==> src/hdl/csvyf_pkg.sv <==
// Shared types and constants for the CSV year row filter.
// Used by csvyf_line_parser, csvyf_line_judge and csv_year_row_filter.
package csvyf_pkg;

  typedef enum logic [2:0] {
    PH_SPACE = 3'b001,
    PH_SIGN  = 3'b010,
    PH_DIGIT = 3'b100
  } phase_t;

  typedef enum logic [2:0] {
    V_HEADER  = 3'd0,
    V_EMPTY   = 3'd1,
    V_KEPT    = 3'd2,
    V_DROPPED = 3'd3,
    V_ERROR   = 3'd4
  } verdict_t;

  localparam logic [1:0] REG_YEAR_COLUMN = 2'd0;
  localparam logic [1:0] REG_PREFIX_MODE = 2'd1;
  localparam logic [1:0] REG_YEAR_LOW    = 2'd2;
  localparam logic [1:0] REG_YEAR_HIGH   = 2'd3;

  localparam logic [5:0]  YEAR_COLUMN_RST = 6'd2;
  localparam logic [15:0] YEAR_LOW_RST    = 16'd2013;
  localparam logic [15:0] YEAR_HIGH_RST   = 16'd2024;

  localparam logic [7:0] CH_NEWLINE = 8'h0A;
  localparam logic [7:0] CH_TAB     = 8'h09;
  localparam logic [7:0] CH_CR      = 8'h0D;
  localparam logic [7:0] CH_SPACE   = 8'h20;
  localparam logic [7:0] CH_QUOTE   = 8'h22;
  localparam logic [7:0] CH_PLUS    = 8'h2B;
  localparam logic [7:0] CH_COMMA   = 8'h2C;
  localparam logic [7:0] CH_MINUS   = 8'h2D;
  localparam logic [7:0] CH_ZERO    = 8'h30;
  localparam logic [7:0] CH_NINE    = 8'h39;

  localparam logic [31:0] NEG_LIMIT = 32'h8000_0000;

  typedef struct packed {
    logic        line_nonzero;
    logic        column_missing;
    logic        prefix_short;
    phase_t      phase;
    logic        negative;
    logic [31:0] magnitude;
    logic        overflow;
  } line_status_t;

  typedef struct packed {
    verdict_t    verdict;
    logic [31:0] year_value;
    logic [31:0] total_rows;
    logic [31:0] saved_rows;
    logic [31:0] error_rows;
  } line_result_t;

endpackage

==> src/hdl/csvyf_line_parser.sv <==
// Per-line CSV parser: quote handling, field counting and integer parsing.
// Depends on csvyf_pkg.
module csvyf_line_parser #(
  parameter int MAX_COLUMN   = 63,
  parameter int PREFIX_CHARS = 4
) (
  input  logic                   clk,
  input  logic                   rst,
  input  logic                   advance,
  input  logic [7:0]             byte_in,
  input  logic                   last_in,
  input  logic [5:0]             year_column,
  input  logic                   prefix_mode,
  output logic                   line_end,
  output csvyf_pkg::line_status_t status
);
  import csvyf_pkg::*;

  localparam int FW = $clog2(MAX_COLUMN + 2);
  localparam int CW = $clog2(PREFIX_CHARS + 1);

  logic          in_quotes, in_quotes_next;
  logic          quote_pending, quote_pending_next;
  logic          line_nonzero, line_nonzero_next;
  logic [FW-1:0] field_index, field_index_next;
  logic [CW-1:0] char_count, char_count_next;
  phase_t        phase, phase_next;
  logic          number_done, number_done_next;
  logic          negative, negative_next;
  logic [31:0]   magnitude, magnitude_next;
  logic          overflow, overflow_next;

  logic          add_en;
  logic          feed_en;
  logic          is_digit;
  logic          is_space;
  logic [34:0]   product;
  logic [FW-1:0] target;

  assign target = (32'(year_column) > 32'(MAX_COLUMN)) ? FW'(MAX_COLUMN) : FW'(year_column);
  assign is_digit = (byte_in >= CH_ZERO) && (byte_in <= CH_NINE);
  assign is_space = (byte_in == CH_SPACE) || ((byte_in >= CH_TAB) && (byte_in <= CH_CR));
  assign product = ({3'b000, magnitude} << 3) + ({3'b000, magnitude} << 1)
                 + {31'd0, byte_in[3:0]};
  assign line_end = (byte_in == CH_NEWLINE) || last_in;

  always_comb begin
    in_quotes_next     = in_quotes;
    quote_pending_next = quote_pending;
    line_nonzero_next  = line_nonzero;
    field_index_next   = field_index;
    char_count_next    = char_count;
    phase_next         = phase;
    number_done_next   = number_done;
    negative_next      = negative;
    magnitude_next     = magnitude;
    overflow_next      = overflow;
    add_en             = 1'b0;
    feed_en            = 1'b0;

    if (byte_in != CH_NEWLINE) begin
      line_nonzero_next = 1'b1;
      if (quote_pending && (byte_in == CH_QUOTE)) begin
        quote_pending_next = 1'b0;
        add_en             = 1'b1;
      end else begin
        if (quote_pending) begin
          quote_pending_next = 1'b0;
          in_quotes_next     = 1'b0;
        end
        if (byte_in == CH_QUOTE) begin
          if (in_quotes_next) begin
            quote_pending_next = 1'b1;
          end else begin
            in_quotes_next = 1'b1;
          end
        end else if ((byte_in == CH_COMMA) && !in_quotes_next) begin
          if (field_index <= FW'(MAX_COLUMN)) begin
            field_index_next = field_index + FW'(1);
          end
        end else begin
          add_en = 1'b1;
        end
      end
    end

    if (add_en && (field_index == target)) begin
      if (prefix_mode) begin
        if (char_count < CW'(PREFIX_CHARS)) begin
          char_count_next = char_count + CW'(1);
          feed_en         = 1'b1;
        end
      end else begin
        feed_en = 1'b1;
      end
    end

    if (feed_en && !number_done) begin
      if (is_digit) begin
        if (!overflow) begin
          if (product > {3'b000, NEG_LIMIT}) begin
            overflow_next = 1'b1;
          end else begin
            magnitude_next = product[31:0];
          end
        end
        phase_next = PH_DIGIT;
      end else if ((phase == PH_SPACE) && is_space) begin
        phase_next = PH_SPACE;
      end else if ((phase == PH_SPACE) && ((byte_in == CH_PLUS) || (byte_in == CH_MINUS))) begin
        negative_next = (byte_in == CH_MINUS);
        phase_next    = PH_SIGN;
      end else begin
        number_done_next = 1'b1;
      end
    end
  end

  always_comb begin
    status.line_nonzero   = line_nonzero_next;
    status.column_missing = field_index_next < target;
    status.prefix_short   = prefix_mode && (char_count_next < CW'(PREFIX_CHARS));
    status.phase          = phase_next;
    status.negative       = negative_next;
    status.magnitude      = magnitude_next;
    status.overflow       = overflow_next;
  end

  always_ff @(posedge clk) begin
    if (rst || (advance && line_end)) begin
      in_quotes     <= 1'b0;
      quote_pending <= 1'b0;
      line_nonzero  <= 1'b0;
      field_index   <= '0;
      char_count    <= '0;
      phase         <= PH_SPACE;
      number_done   <= 1'b0;
      negative      <= 1'b0;
      magnitude     <= '0;
      overflow      <= 1'b0;
    end else if (advance) begin
      in_quotes     <= in_quotes_next;
      quote_pending <= quote_pending_next;
      line_nonzero  <= line_nonzero_next;
      field_index   <= field_index_next;
      char_count    <= char_count_next;
      phase         <= phase_next;
      number_done   <= number_done_next;
      negative      <= negative_next;
      magnitude     <= magnitude_next;
      overflow      <= overflow_next;
    end
  end

endmodule

==> src/hdl/csvyf_line_judge.sv <==
// Line-end verdict, year value and saturating row counters.
// Depends on csvyf_pkg.
module csvyf_line_judge (
  input  logic                    clk,
  input  logic                    rst,
  input  logic                    advance,
  input  logic                    line_end,
  input  logic                    file_end,
  input  csvyf_pkg::line_status_t status,
  input  logic [15:0]             year_low,
  input  logic [15:0]             year_high,
  output csvyf_pkg::line_result_t result
);
  import csvyf_pkg::*;

  logic        header_done, header_done_next;
  logic [31:0] total_rows, total_rows_next;
  logic [31:0] saved_rows, saved_rows_next;
  logic [31:0] error_rows, error_rows_next;
  verdict_t    verdict;
  logic [31:0] year;
  logic        in_range;

  assign in_range = !(status.negative && (status.magnitude != '0))
                  && (status.magnitude >= {16'd0, year_low})
                  && (status.magnitude <= {16'd0, year_high});

  always_comb begin
    header_done_next = header_done;
    total_rows_next  = total_rows;
    saved_rows_next  = saved_rows;
    error_rows_next  = error_rows;
    year             = '0;
    verdict          = V_EMPTY;

    if (!header_done) begin
      header_done_next = 1'b1;
      verdict          = V_HEADER;
    end else if (status.line_nonzero) begin
      if (total_rows != '1) begin
        total_rows_next = total_rows + 32'd1;
      end
      if (status.column_missing) begin
        verdict = V_ERROR;
      end else if (status.prefix_short) begin
        verdict = (year_low == '0) ? V_KEPT : V_DROPPED;
      end else if ((status.phase != PH_DIGIT) || status.overflow
                   || (!status.negative && (status.magnitude == NEG_LIMIT))) begin
        verdict = V_ERROR;
      end else begin
        year    = status.negative ? (32'd0 - status.magnitude) : status.magnitude;
        verdict = in_range ? V_KEPT : V_DROPPED;
      end
      if ((verdict == V_KEPT) && (saved_rows != '1)) begin
        saved_rows_next = saved_rows + 32'd1;
      end
      if ((verdict == V_ERROR) && (error_rows != '1)) begin
        error_rows_next = error_rows + 32'd1;
      end
    end
  end

  always_comb begin
    result.verdict    = verdict;
    result.year_value = year;
    result.total_rows = total_rows_next;
    result.saved_rows = saved_rows_next;
    result.error_rows = error_rows_next;
  end

  always_ff @(posedge clk) begin
    if (rst || (advance && line_end && file_end)) begin
      header_done <= 1'b0;
      total_rows  <= '0;
      saved_rows  <= '0;
      error_rows  <= '0;
    end else if (advance && line_end) begin
      header_done <= header_done_next;
      total_rows  <= total_rows_next;
      saved_rows  <= saved_rows_next;
      error_rows  <= error_rows_next;
    end
  end

endmodule

==> src/hdl/csv_year_row_filter.sv <==
// CSV year row filter: one file byte per transfer in, one result per line out.
// A byte is registered at its transfer; a line-end byte's result is registered for output when it advances.
// Throughput: one byte per cycle; a result held back by m_tready stalls the input register.
// Synchronous active-high reset returns configuration registers to defaults and clears all line state.
// Depends on csvyf_pkg, csvyf_line_parser and csvyf_line_judge.
module csv_year_row_filter #(
  parameter int MAX_COLUMN   = 63,
  parameter int PREFIX_CHARS = 4
) (
  input  logic         clk,
  input  logic         rst,
  input  logic         s_tvalid,
  output logic         s_tready,
  input  logic [7:0]   s_tdata,   // byte_req
  input  logic         s_tlast,   // last
  output logic         m_tvalid,
  input  logic         m_tready,
  output logic [127:0] m_tdata,   // year_value, total_rows, saved_rows, error_rows
  output logic [2:0]   m_tuser,   // verdict
  input  logic         psel,
  input  logic         penable,
  input  logic         pwrite,
  input  logic [3:0]   paddr,
  input  logic [31:0]  pwdata,
  output logic [31:0]  prdata,
  output logic         pready
);
  import csvyf_pkg::*;

  logic [5:0]   year_column;
  logic         prefix_mode;
  logic [15:0]  year_low;
  logic [15:0]  year_high;

  logic         in_valid;
  logic [7:0]   in_byte;
  logic         in_last;
  logic         advance;
  logic         line_end;
  line_status_t status;
  line_result_t result;
  line_result_t out_result;

  assign pready = 1'b1;

  always_ff @(posedge clk) begin
    if (rst) begin
      year_column <= YEAR_COLUMN_RST;
      prefix_mode <= 1'b0;
      year_low    <= YEAR_LOW_RST;
      year_high   <= YEAR_HIGH_RST;
    end else if (psel && penable && pwrite && pready) begin
      case (paddr[3:2])
        REG_YEAR_COLUMN: year_column <= pwdata[5:0];
        REG_PREFIX_MODE: prefix_mode <= pwdata[0];
        REG_YEAR_LOW:    year_low    <= pwdata[15:0];
        REG_YEAR_HIGH:   year_high   <= pwdata[15:0];
        default:         year_column <= year_column;
      endcase
    end
  end

  always_comb begin
    case (paddr[3:2])
      REG_YEAR_COLUMN: prdata = {26'd0, year_column};
      REG_PREFIX_MODE: prdata = {31'd0, prefix_mode};
      REG_YEAR_LOW:    prdata = {16'd0, year_low};
      REG_YEAR_HIGH:   prdata = {16'd0, year_high};
      default:         prdata = '0;
    endcase
  end

  assign advance  = in_valid && (!m_tvalid || m_tready);
  assign s_tready = !in_valid || advance;

  always_ff @(posedge clk) begin
    if (rst) begin
      in_valid <= 1'b0;
    end else if (s_tvalid && s_tready) begin
      in_valid <= 1'b1;
    end else if (advance) begin
      in_valid <= 1'b0;
    end
  end

  always_ff @(posedge clk) begin
    if (s_tvalid && s_tready) begin
      in_byte <= s_tdata;
      in_last <= s_tlast;
    end
  end

  csvyf_line_parser #(
    .MAX_COLUMN   (MAX_COLUMN),
    .PREFIX_CHARS (PREFIX_CHARS)
  ) u_parser (
    .clk         (clk),
    .rst         (rst),
    .advance     (advance),
    .byte_in     (in_byte),
    .last_in     (in_last),
    .year_column (year_column),
    .prefix_mode (prefix_mode),
    .line_end    (line_end),
    .status      (status)
  );

  csvyf_line_judge u_judge (
    .clk       (clk),
    .rst       (rst),
    .advance   (advance),
    .line_end  (line_end),
    .file_end  (in_last),
    .status    (status),
    .year_low  (year_low),
    .year_high (year_high),
    .result    (result)
  );

  always_ff @(posedge clk) begin
    if (rst) begin
      m_tvalid <= 1'b0;
    end else if (advance && line_end) begin
      m_tvalid <= 1'b1;
    end else if (m_tready) begin
      m_tvalid <= 1'b0;
    end
  end

  always_ff @(posedge clk) begin
    if (advance && line_end) begin
      out_result <= result;
    end
  end

  assign m_tuser = out_result.verdict;
  assign m_tdata = {out_result.error_rows, out_result.saved_rows,
                    out_result.total_rows, out_result.year_value};

endmodule
==> config.mk <==
export PLATFORM = sky130hd
export DESIGN_NAME = csv_year_row_filter
export DESIGN_NICKNAME = d
export VERILOG_FILES = /design/src/hdl/csvyf_pkg.sv /design/src/hdl/csvyf_line_parser.sv /design/src/hdl/csvyf_line_judge.sv /design/src/hdl/csv_year_row_filter.sv
export SDC_FILE = /design/constraint.sdc
export NUM_CORES = 1
export LEC_CHECK = 0
export CORE_MARGIN = 2
export CORE_UTILIZATION = 50
export DETAILED_ROUTE_END_ITERATION = 6
export DONT_BUFFER_PORTS = 1
export PLACE_DENSITY = 0.63
export SYNTH_ARGS = -nofsm -noshare
export SYNTH_HDL_FRONTEND = slang
export SYNTH_SLANG_ARGS = --single-unit
==> constraint.sdc <==
create_clock -name clk -period 8.7 [get_ports clk]
set_input_delay 1.305 -clock clk [delete_from_list [all_inputs] [get_ports clk]]
set_output_delay 1.305 -clock clk [all_outputs]
set_load 0.05 [all_outputs]
After elaboration in Yosys (flattened, before gate mapping)
Index checks and enable logic that the tools add are counted.

Register bits after elaboration: 329. Output and inout port bits: 166.

Add/sub/neg operators: 8. Order comparisons: 11. Equality and inequality tests: 19. Multiplexer cells: 62. Bitwise logic cells: 6. Reduce and logical (&&, ||, !) cells: 50.

Operator list (number): $mux W32 (14); $pmux W32 S4 (1); $add A32 B1 Y32 const B (3); $ne A32 B32 Y1 const B (3); $eq A8 B6 Y1 const B (5); $mux W3 (12); $add A35 B33 Y35 (1); $add A35 B4 Y35 (1); $gt A35 B32 Y1 const B (1); $mux W7 (5); $eq A32 B32 Y1 const B (1); $ge A32 B16 Y1 (1); $le A32 B16 Y1 (1); $reduce_bool A32 Y1 (1); $sub A1 B32 Y32 const A (1); $mux W1 (30); $logic_and A1 B1 Y1 (21); $logic_not A16 Y1 (1); $reduce_and A2 Y1 (6); $logic_or A1 B1 Y1 (9); $eq A8 B4 Y1 const B (1); $ge A8 B4 Y1 const B (1); $ge A8 B6 Y1 const B (1); $le A8 B4 Y1 const B (1); other kinds (21) (34).

Longest topological paths before layout
Gate-level depths: netlist of run 1.

Depth after elaboration: 30. Depth in mapped cells: 33. Mapped depth without buffers: 30.

Cells and area by module
From an unflattened synthesis of run 1, not the netlist that was laid out.

Cell total of the unflattened synthesis: 2174. Area total of the unflattened synthesis: 20114.3 um^2.

Modules (own cells, without submodules): csvyf_line_judge (instances 1, cells an instance 1081, area an instance 7993.9 um^2, seq. area each 1941.9 um^2); csv_year_row_filter (instances 1, cells an instance 362, area an instance 6343.6 um^2, seq. area each 5024.8 um^2); csvyf_line_parser (instances 1, cells an instance 731, area an instance 5776.8 um^2, seq. area each 1021.0 um^2).

Worst setup path after synthesis of run 1
Ideal clock, no wire load.

Path type: flip-flop to flip-flop. Start point: register in_byte[3]. End point: register out_result (netlist bit m_tdata[91]) (data pin). Setup time: 263 ps. Arrival: 7241 ps. Required time: 8437 ps. Path slack: 1196 ps. Stages on the path, launching flop included: 33. Buffers on the path: 3. Clock period less this slack: 7504 ps. Cells stage by stage: edfxtp_1 -> inv_1 -> fa_1 -> inv_1 -> ha_1 -> a21o_1 -> nand4_2 -> a2111o_2 -> a311oi_1 -> o21a_1 -> o22a_1 -> or3b_2 -> o31ai_4 -> nand2_2 -> buf_2 -> buf_2 -> a21oi_1 -> inv_1 -> ha_1 -> a21o_1 -> a21o_1 -> a21o_1 -> a21o_1 -> a211o_1 -> o211ai_1 -> a22o_1 -> nand2_1 -> a21oi_1 -> o2111ai_1 -> a21oi_1 -> clkbuf_1 -> nand3_1 -> xnor2_1.

RTL lines: start: declaration (RTL line csv_year_row_filter.sv:36) `logic [7:0] in_byte;`; start signal: assignment (RTL line csv_year_row_filter.sv:88) `in_byte <= s_tdata;`; end signal: assignment (RTL line csv_year_row_filter.sv:132) `out_result <= result;`; end: declaration (RTL line csv_year_row_filter.sv:42) `line_result_t out_result;`.

==> results of run 1 <==
==> stage by stage <==
step / setup WS (ps) / hold slack [ps] / util
2_1_floorplan: 1200 / 438 / -
3_3_place_gp: 516 / 452 / 0.521
3_5_place_dp: 492 / 461 / 0.521
4_1_cts: 398 / 469 / 0.550
5_1_grt: 15.0 / 490 / 0.551
6_report: 444 / 469 / 0.551
==> critical path: cells and delay by family (launching register included) <==
family	cells	cell delay [ps]
buffers and inverters	5	860
adders and majority gates	3	1220
AOI/OAI and AO/OA	16	3720
muxes	1	210
DFF	1	460
and+or+nand+nor	6	1600
==> layer usage <==
layer | vias up | GRT usage
met5 | - | 0
met1 | 8124 | 0.349
met2 | 539 | 0.421
met4 | 4 | 0.0814
li1 | 8211 | -
met3 | 98 | 0.0493
==> cell usage in the layout (no fill, tap or decap), types with 31 or more instances in the layout <==
cell type / netlist / layout
nand2_1: 216 / 216
nor2_1: 205 / 204
dfxtp_1: 189 / 189
edfxtp_1: 140 / 140
a21oi_1: 116 / 115
ha_1: 106 / 106
xor2_1: 81 / 81
nand3_1: 79 / 79
inv_1: 74 / 73
xnor2_1: 73 / 73
nor3_1: 72 / 71
and3_1: 59 / 59
o21ai_0: 60 / 59
buf_4: 21 / 51
a211oi_1: 44 / 43
nand4_1: 40 / 40
a31oi_1: 39 / 39
clkbuf_16: 0 / 38
mux2i_1: 36 / 35
o31ai_1: 36 / 35
or3_1: 31 / 31
==> how the worst min path moves through the flow <==
stage,from,endpoint,cells after the start
3_3_place_gp,year_high[2],year_high[2],2
4_1_cts,year_low[5],year_low[5],2
3_5_place_dp,year_low[5],year_low[5],2
5_1_grt,year_low[1],year_low[1],2
2_1_floorplan,u_parser.number_done,u_parser.number_done,2
6_report,year_high[1],year_high[1],2
==> area by class of cell <==
cell class | count | area, um2
multi-input combinational | 1708 | 11400
clock inverter | 19 | 150
fill | 3677 | 17900
timing repair buffer | 53 | 423
sequential | 329 | 7990
inverter | 74 | 283
tap | 525 | 657
antenna | 3 | 7.51
clock buffer | 48 | 1020
==> timing repair <==
action                     in CTS  in global routing
hold buffers                    0                  0
setup endpoints to repair       0                 82
gates resized for setup         0                  2
==> sequential cells by signal (all words and copies together) (netlist names), 3 cells and up <==
register and count:
u_judge.total_rows 32, u_parser.field_index 7, u_judge.saved_rows 32, year_low 16
u_parser.magnitude 32, m_tuser 3, in_byte 8, u_parser.phase 3
u_parser.char_count 3, u_judge.error_rows 32, m_tdata 128, year_column 6
year_high 16
==> kinds of logic (layout without fill, tap and decap cells) <==
kind of cell,Yosys count,after routing,share of synthesized area
flops,329,329,0.395
simple gates,858,858,0.212
mux,46,46,0.0242
compound gates,525,525,0.188
fa+ha+maj,108,108,0.0676
buf+inv,214,194,0.0455
other cells,2,20,0.000372
xor+xnor,154,154,0.0668
==> report_power, final <==
group	switching, uW	total [uW]	internal, uW
Sequential	63.2	1690	1630
Combinational	259	385	125
Clock	645	1530	886
Total	967	3610	2640
==> run metrics, run 1 <==
DRT iter0 DRCs=1,266; vias in the first global route=16,100; CTS tree=yes; Post-Layout Inst Area=21,900 um2; most frequent cell after synthesis=nand2_1; most instantiated cells after synthesis=216 x nand2_1, 205 x nor2_1, 189 x dfxtp_1; synthesis-to-layout area growth=8.57%; CP max stage delay=530 ps; RSZ-0062 raised after global routing=false; Nets=2,363; Cell Rows=73; MaxCap Viol Count=0; Port-buffer cells=0; Leakage=0.00874 uW; crit path from=in_byte[3]; R2R setup slack=440 ps; Tmin final=8260 ps; fin crit share=0.949; Total Power=3610 uW; placed inst area=20,700 um2; Post-Synthesis Cells=2,236; Worst setup endpoint=u_judge.saved_rows[9]; Worst Setup Start Kind=register; gpl congestion=0.910; initial antenna violation count=5; Clock Sinks=329; largest net degree at the start of global routing=93; Slew HR=0.168; clk root buf=clkbuf_16; CTS max path bufs=3; WL/cell=20.0 um; Post-synth EDFFs=140; Crit path required time=9110 ps; Die H=205 um; FF-to-FF Start=in_byte[3]; setup TNS=0 ps; status=completed; #FFs+latches synth=329; worst-path fanout max=36; Netlist cell types=97; Top FF cell, synth=dfxtp_1; core region area=39,800 um2; Setup CP Type=reg -> reg; DR top layer=met5; grt total ovfl=0; Die X=205 um; Finished Layout Cells=2,759; worst r2r path cells=31; YS warnings=0; Most common cell on crit path=a21o_1; Worst Setup End Kind=register; Clk pin slew, worst setup/hold paths=60 ps; Worst EP arrival=8660 ps; top cells by area, synth=edfxtp_1 21%, dfxtp_1 19%, ha_1 6.6%; CTS Buf Count=37; cell taking the most area after synthesis=edfxtp_1; peak supply drop=133 uV; H-tree Lvls=2; insertion delay to the later sink of the worst-skew pair=560 ps; Slowest cell on crit path=fa_1; placed cell count=2,689; global router's overall resource usage=0.259; pwr dens=165 nW/um2; Pins Over Slew Limit=0; FFs w/ async S/R, synth=0; DRC violations left=0; met3 WL=3.28 mm; Hold Vio Cnt, Final=0; layout cells sized above 1=0.0865; Max Freq=0.121 GHz; via count=17,000; register area share after synthesis=0.395; drt pass-1 iters=5; Netlist Area Pre-Place=20,200 um2; synthesized area per cell=9.03 um2; Worst-Margin Slew=1240 ps; RR Endpoint=u_judge.saved_rows[9]; setup repair bufs after CTS=0; Via density=6.15; Worst Clk Skew=25.3 ps; first-pass GRT wire length=87.9 mm; final setup fails=0; IO Count=218; worst min path class=reg -> reg; WL met1=24.9 mm; Yosys top cell area share=0.208; hpwl dp=39.3 mm; routed wire length=55.1 mm; met2 WL=25.5 mm; Starting Density=0.507; ANT nets after route=0; die area=42,000 um2
Power figures use the tool's default switching activity.
==> run 2: changes to the inputs <==
- SYNTH_HIERARCHICAL: unset -> 1
==> run metrics, run 2 <==
#FFs+latches synth=329; most frequent cells in the layout=222 x nor2_1, 215 x nand2_1, 189 x dfxtp_1, 140 x edfxtp_1, 106 x ha_1; MaxCap Viol Count=0; crit path cell chain=inv_1, fa_1, inv_1, ha_1, a21oi_1, or2_2, a2111oi_0, nor3_1, xnor2_1, or4_1, nor4_1, and4_1, o2111ai_4, mux2_4, inv_1, ha_1, nand2b_1, a2111oi_0, o31ai_1, o311ai_2, o21ai_1, or3b_2, xnor2_1; worst-path fanout max=18; Worst Setup Start Kind=register; gpl congestion=0.908; peak supply drop=99.6 uV; FFs w/ async S/R, synth=0; fin crit share=0.942; layout cells sized above 1=0.0703; placed cell count=2,604; global router's overall resource usage=0.235; synthesized area per cell=9.25 um2; most frequent cell after synthesis=nor2_1; Post-synth EDFFs=140; CTS tree=yes; Leakage=0.00845 uW; Starting Density=0.506; Worst Clk Skew=19.4 ps; Finished Layout Cells=2,675; ANT nets after route=0; Setup CP Type=reg -> reg; Netlist cell types=92; CTS Buf Count=38; Tmin final=8200 ps; setup TNS=0 ps; CTS max path bufs=3; Via density=5.80; worst min path class=reg -> reg; R2R setup slack=500 ps; core region area=39,700 um2; post-CTS resize count=0; Netlist Area Pre-Place=20,100 um2; top cells by area, synth=edfxtp_1 21%, dfxtp_1 19%, ha_1 6.6%; hold_buf cts=0; insertion delay to the later sink of the worst-skew pair=550 ps; Cell Rows=73; IO Count=218; Pins Over Slew Limit=0; Yosys top cell area share=0.209; WL/cell=18.4 um; vias in the first global route=14,900; hpwl dp=35.6 mm; CP max stage delay=720 ps; DRC violations left=0; RSZ-0062 raised after global routing=false; largest net degree at the start of global routing=92; Worst EP arrival=8480 ps; Max Freq=0.122 GHz; initial antenna violation count=2; Clock Sinks=329; Hold Vio Cnt, Final=0; H-tree Lvls=2; most common cell after layout, fill and taps aside=nor2_1; register area share after synthesis=0.397; most instantiated cells after synthesis=222 x nor2_1, 215 x nand2_1, 189 x dfxtp_1; Port-buffer cells=0; max reg flops=128; die area=41,800 um2; Clk pin slew, worst setup/hold paths=60 ps; Die H=205 um; cell taking the most area after synthesis=edfxtp_1; Most common cell on crit path=inv_1; pwr dens=161 nW/um2; first-pass GRT wire length=79.3 mm; routed wire length=49.2 mm; Post-Synthesis Cells=2,174; Slowest cell on crit path=o311ai_2; Die X=205 um; YS warnings=6; Top FF cell, synth=dfxtp_1; grt total ovfl=0; final setup fails=0; Slew HR=0.207; synthesis-to-layout area growth=7.65%; drt pass-1 iters=5; clk root buf=clkbuf_16; via count=15,500; Crit path required time=8980 ps; Nets=2,279; DRT iter0 DRCs=939; Worst Setup End Kind=register; status=completed; Worst-Margin Slew=1190 ps; setup repair bufs after CTS=0
## run 2: cell count changes in the layout (fill, tap and decap cells not counted), sizes merged, moves of 32 or more
cell	previous run	this run
mux2i	36	88
a211oi	47	6
a21oi	119	82
buf	53	18
nand2b	16	51
a31oi	43	10
nor3	72	39
xnor2	73	105
## run 2: report_power, final
part	switching, uW	internal, uW	total (uW)
registers	89.8	1630	1720
clock network	656	985	1640
logic	92.2	28.3	120
## run 2: critical path, delay by kind of cell (launching register included)
kind / cells / cell delay (ps)
buffers and inverters: 3 / 320
adder cells (fa/ha/maj): 3 / 1120
AO/OA/AOI/OAI: 7 / 2980
XOR/XNOR: 2 / 280
AND/OR/NAND/NOR: 7 / 2280
flip-flops: 1 / 440
multiplexers: 1 / 500
## run 2: worst paths after layout
path                    startpoint                    end  cells past startpoint
max                     in_byte[3]            m_tdata[87]                     23
min reg2reg  u_parser/line_nonzero  u_parser/line_nonzero                      2
min          u_parser/line_nonzero  u_parser/line_nonzero                      2
max reg2reg             in_byte[3]            m_tdata[87]                     23
## run 2: final cells by class
| class | instances | area (um2) |
|---|---|---|
| fillers | 3577 | 18100 |
| multi-input cells | 1651 | 11300 |
| flip-flops and latches | 329 | 7990 |
| clock buffers | 46 | 1010 |
| well taps | 525 | 657 |
| inverters | 81 | 304 |
| clock inverters | 23 | 263 |
| repair buffers | 18 | 135 |
| diodes | 2 | 5.00 |
## run 2: per-layer routing
layer / track usage / part of all wire
met1: 0.313 / 0.45
met4: 0.0833 / 0.030
met5: 0 / 0
met3: 0.0331 / 0.046
met2: 0.389 / 0.47
## run 2: logic make-up after synthesis
group           share of synthesized area
compound gates                      0.104
xor+xnor                           0.0914
fa+ha+maj                          0.0679
buf+inv                            0.0471
flops                               0.397
mux                                0.0679
other cells                      0.000373
simple gates                        0.224
## run 2: per-stage QoR
step	utilization	hold WS (ps)	power, uW	setup WS [ps]	cell area (um2)
detailed placement	0.513	449	1880	596	20400
global placement	0.513	442	1880	691	20400
CTS	0.545	464	3530	566	21600
finish	0.545	465	3490	501	21700
global route	0.545	503	3600	103	21700
floorplan	-	429	1860	2310	20200
==> run 3: changes to the inputs <==
- CORE_UTILIZATION: 50 -> 65
- PLACE_DENSITY: 0.63 -> 0.79
==> run metrics, run 3 (same netlist as run 2, synthesis figures left out) <==
status=completed; stages on the worst setup path=23; initial antenna violation count=4; Tmin final=8060 ps; Crit path max-delay family=simple AND/OR/NAND/NOR gates; worst-path fanout max=31; Hold Vio Cnt, Final=0; largest net degree at the start of global routing=92; CTS Buf Count=36; H-tree Lvls=2; Via density=6.27; CP max stage delay=660 ps; Final Util=0.704; drt pass-1 iters=5; insertion delay to the later sink of the worst-skew pair=520 ps; placed cell count=2,475; R2R setup slack=640 ps; DRT iter0 DRCs=1,462; Worst-Margin Slew=1290 ps; crit path cell chain=inv_1, fa_1, inv_1, ha_1, a21oi_1, or2_2, a2111oi_0, nor3_1, xnor2_1, or4_1, nor4_1, and4_1, o2111ai_4, buf_4, mux2i_1, ha_1, and4_1, o211ai_1, o31ai_1, o311ai_2, o21ai_1, or3b_2, xnor2_1; synthesis-to-layout area growth=6.81%; Clk pin slew, worst setup/hold paths=60 ps; Crit path required time=8970 ps; WP buf/inv=3; Die H=180 um; final setup fails=0; worst min path class=reg -> reg; setup repair bufs after CTS=0; WL/cell=19.1 um; global router's overall resource usage=0.293; pwr dens=161 nW/um2; Die X=180 um; Leakage=0.00844 uW; Nets=2,277; Setup CP Type=reg -> reg; post-CTS resize count=0; Final Hold Slack=465 ps; most frequent cells in the layout=222 x nor2_1, 215 x nand2_1, 189 x dfxtp_1, 140 x edfxtp_1, 106 x ha_1; Max Freq=0.124 GHz; core region area=30,500 um2; hpwl dp=34.3 mm; Setup WS pre-CTS=854 ps; setup TNS=0 ps; hold_buf cts=0; RSZ-0062 raised after global routing=false; Cell Rows=64; vias in the first global route=15,100; final worst setup slack=644 ps; MaxCap Viol Count=0; peak supply drop=165 uV; Pins Over Slew Limit=0; IO Count=218; Slew HR=0.139; max reg flops=128; Slowest cell on crit path=o21ai_1; Worst Clk Skew=18.6 ps; DRC violations left=0; Finished Layout Cells=2,545; fin crit share=0.926; gpl congestion=0.915; first-pass GRT wire length=78.9 mm; routed wire length=48.7 mm; layout cells sized above 1=0.0667; Hold Path Depth=2; CTS max path bufs=3; ANT nets after route=0; Starting Density=0.659; Port-buffer cells=0; grt total ovfl=0; Clock Sinks=329; CTS tree=yes; Worst Setup End Kind=register; die area=32,400 um2; most common cell after layout, fill and taps aside=nor2_1; Worst EP arrival=8320 ps; Worst Setup Start Kind=register; worst r2r path cells=23; clk root buf=clkbuf_16; via count=16,000
[run 3: worst register-to-register path: cells and delay by family (launching register included)]
kind                     cells  cell delay (ps)
buffers and inverters        3              530
adder cells (fa/ha/maj)      3             1140
XOR/XNOR                     2              340
AND/OR/NAND/NOR              7             2540
multiplexers                 1              670
AO/OA/AOI/OAI                7             2130
flip-flops                   1              450
[run 3: area by class of cell]
cell class              instances  area (um2)
clock buffers                  47        1000
multi-input cells            1651       11300
clock inverters                19         256
flip-flops and latches        329        7990
well taps                     396         495
diodes                          4        10.0
fillers                      2273        9030
inverters                      81         304
repair buffers                 18         135
[run 3: layer usage]
layer | vias to the layer above | share of wire | GRT usage
met2 | 582 | 0.48 | 0.493
li1 | 7602 | - | -
met3 | 114 | 0.057 | 0.0389
met1 | 7663 | 0.43 | 0.388
met4 | 0 | 0.033 | 0.107
met5 | - | 0 | 0
[run 3: report_power, final]
| part | internal (uW) | switching [uW] | leakage (uW) |
|---|---|---|---|
| logic | 28.9 | 91.9 | 0.00510 |
| registers | 1630 | 89.6 | 0.00273 |
| clock network | 996 | 629 | 0.000614 |
| total | 2660 | 810 | 0.00844 |
[run 3: per-stage QoR]
| step | instance area, um2 | total power, uW |
|---|---|---|
| 3_3_place_gp | 20200 | 1870 |
| 4_1_cts | 21500 | 3490 |
| 3_5_place_dp | 20200 | 1880 |
| 5_1_grt | 21500 | 3570 |
| 6_report | 21500 | 3470 |
| 2_1_floorplan | 20200 | 1860 |
[run 3: path summary, 6_finish.rpt]
check / start / end
worst max-delay path: in_byte[3] / m_tdata[87]
worst min-delay path: u_parser/line_nonzero / u_parser/line_nonzero
worst max register to register: in_byte[3] / m_tdata[87]
worst min register to register: u_parser/line_nonzero / u_parser/line_nonzero
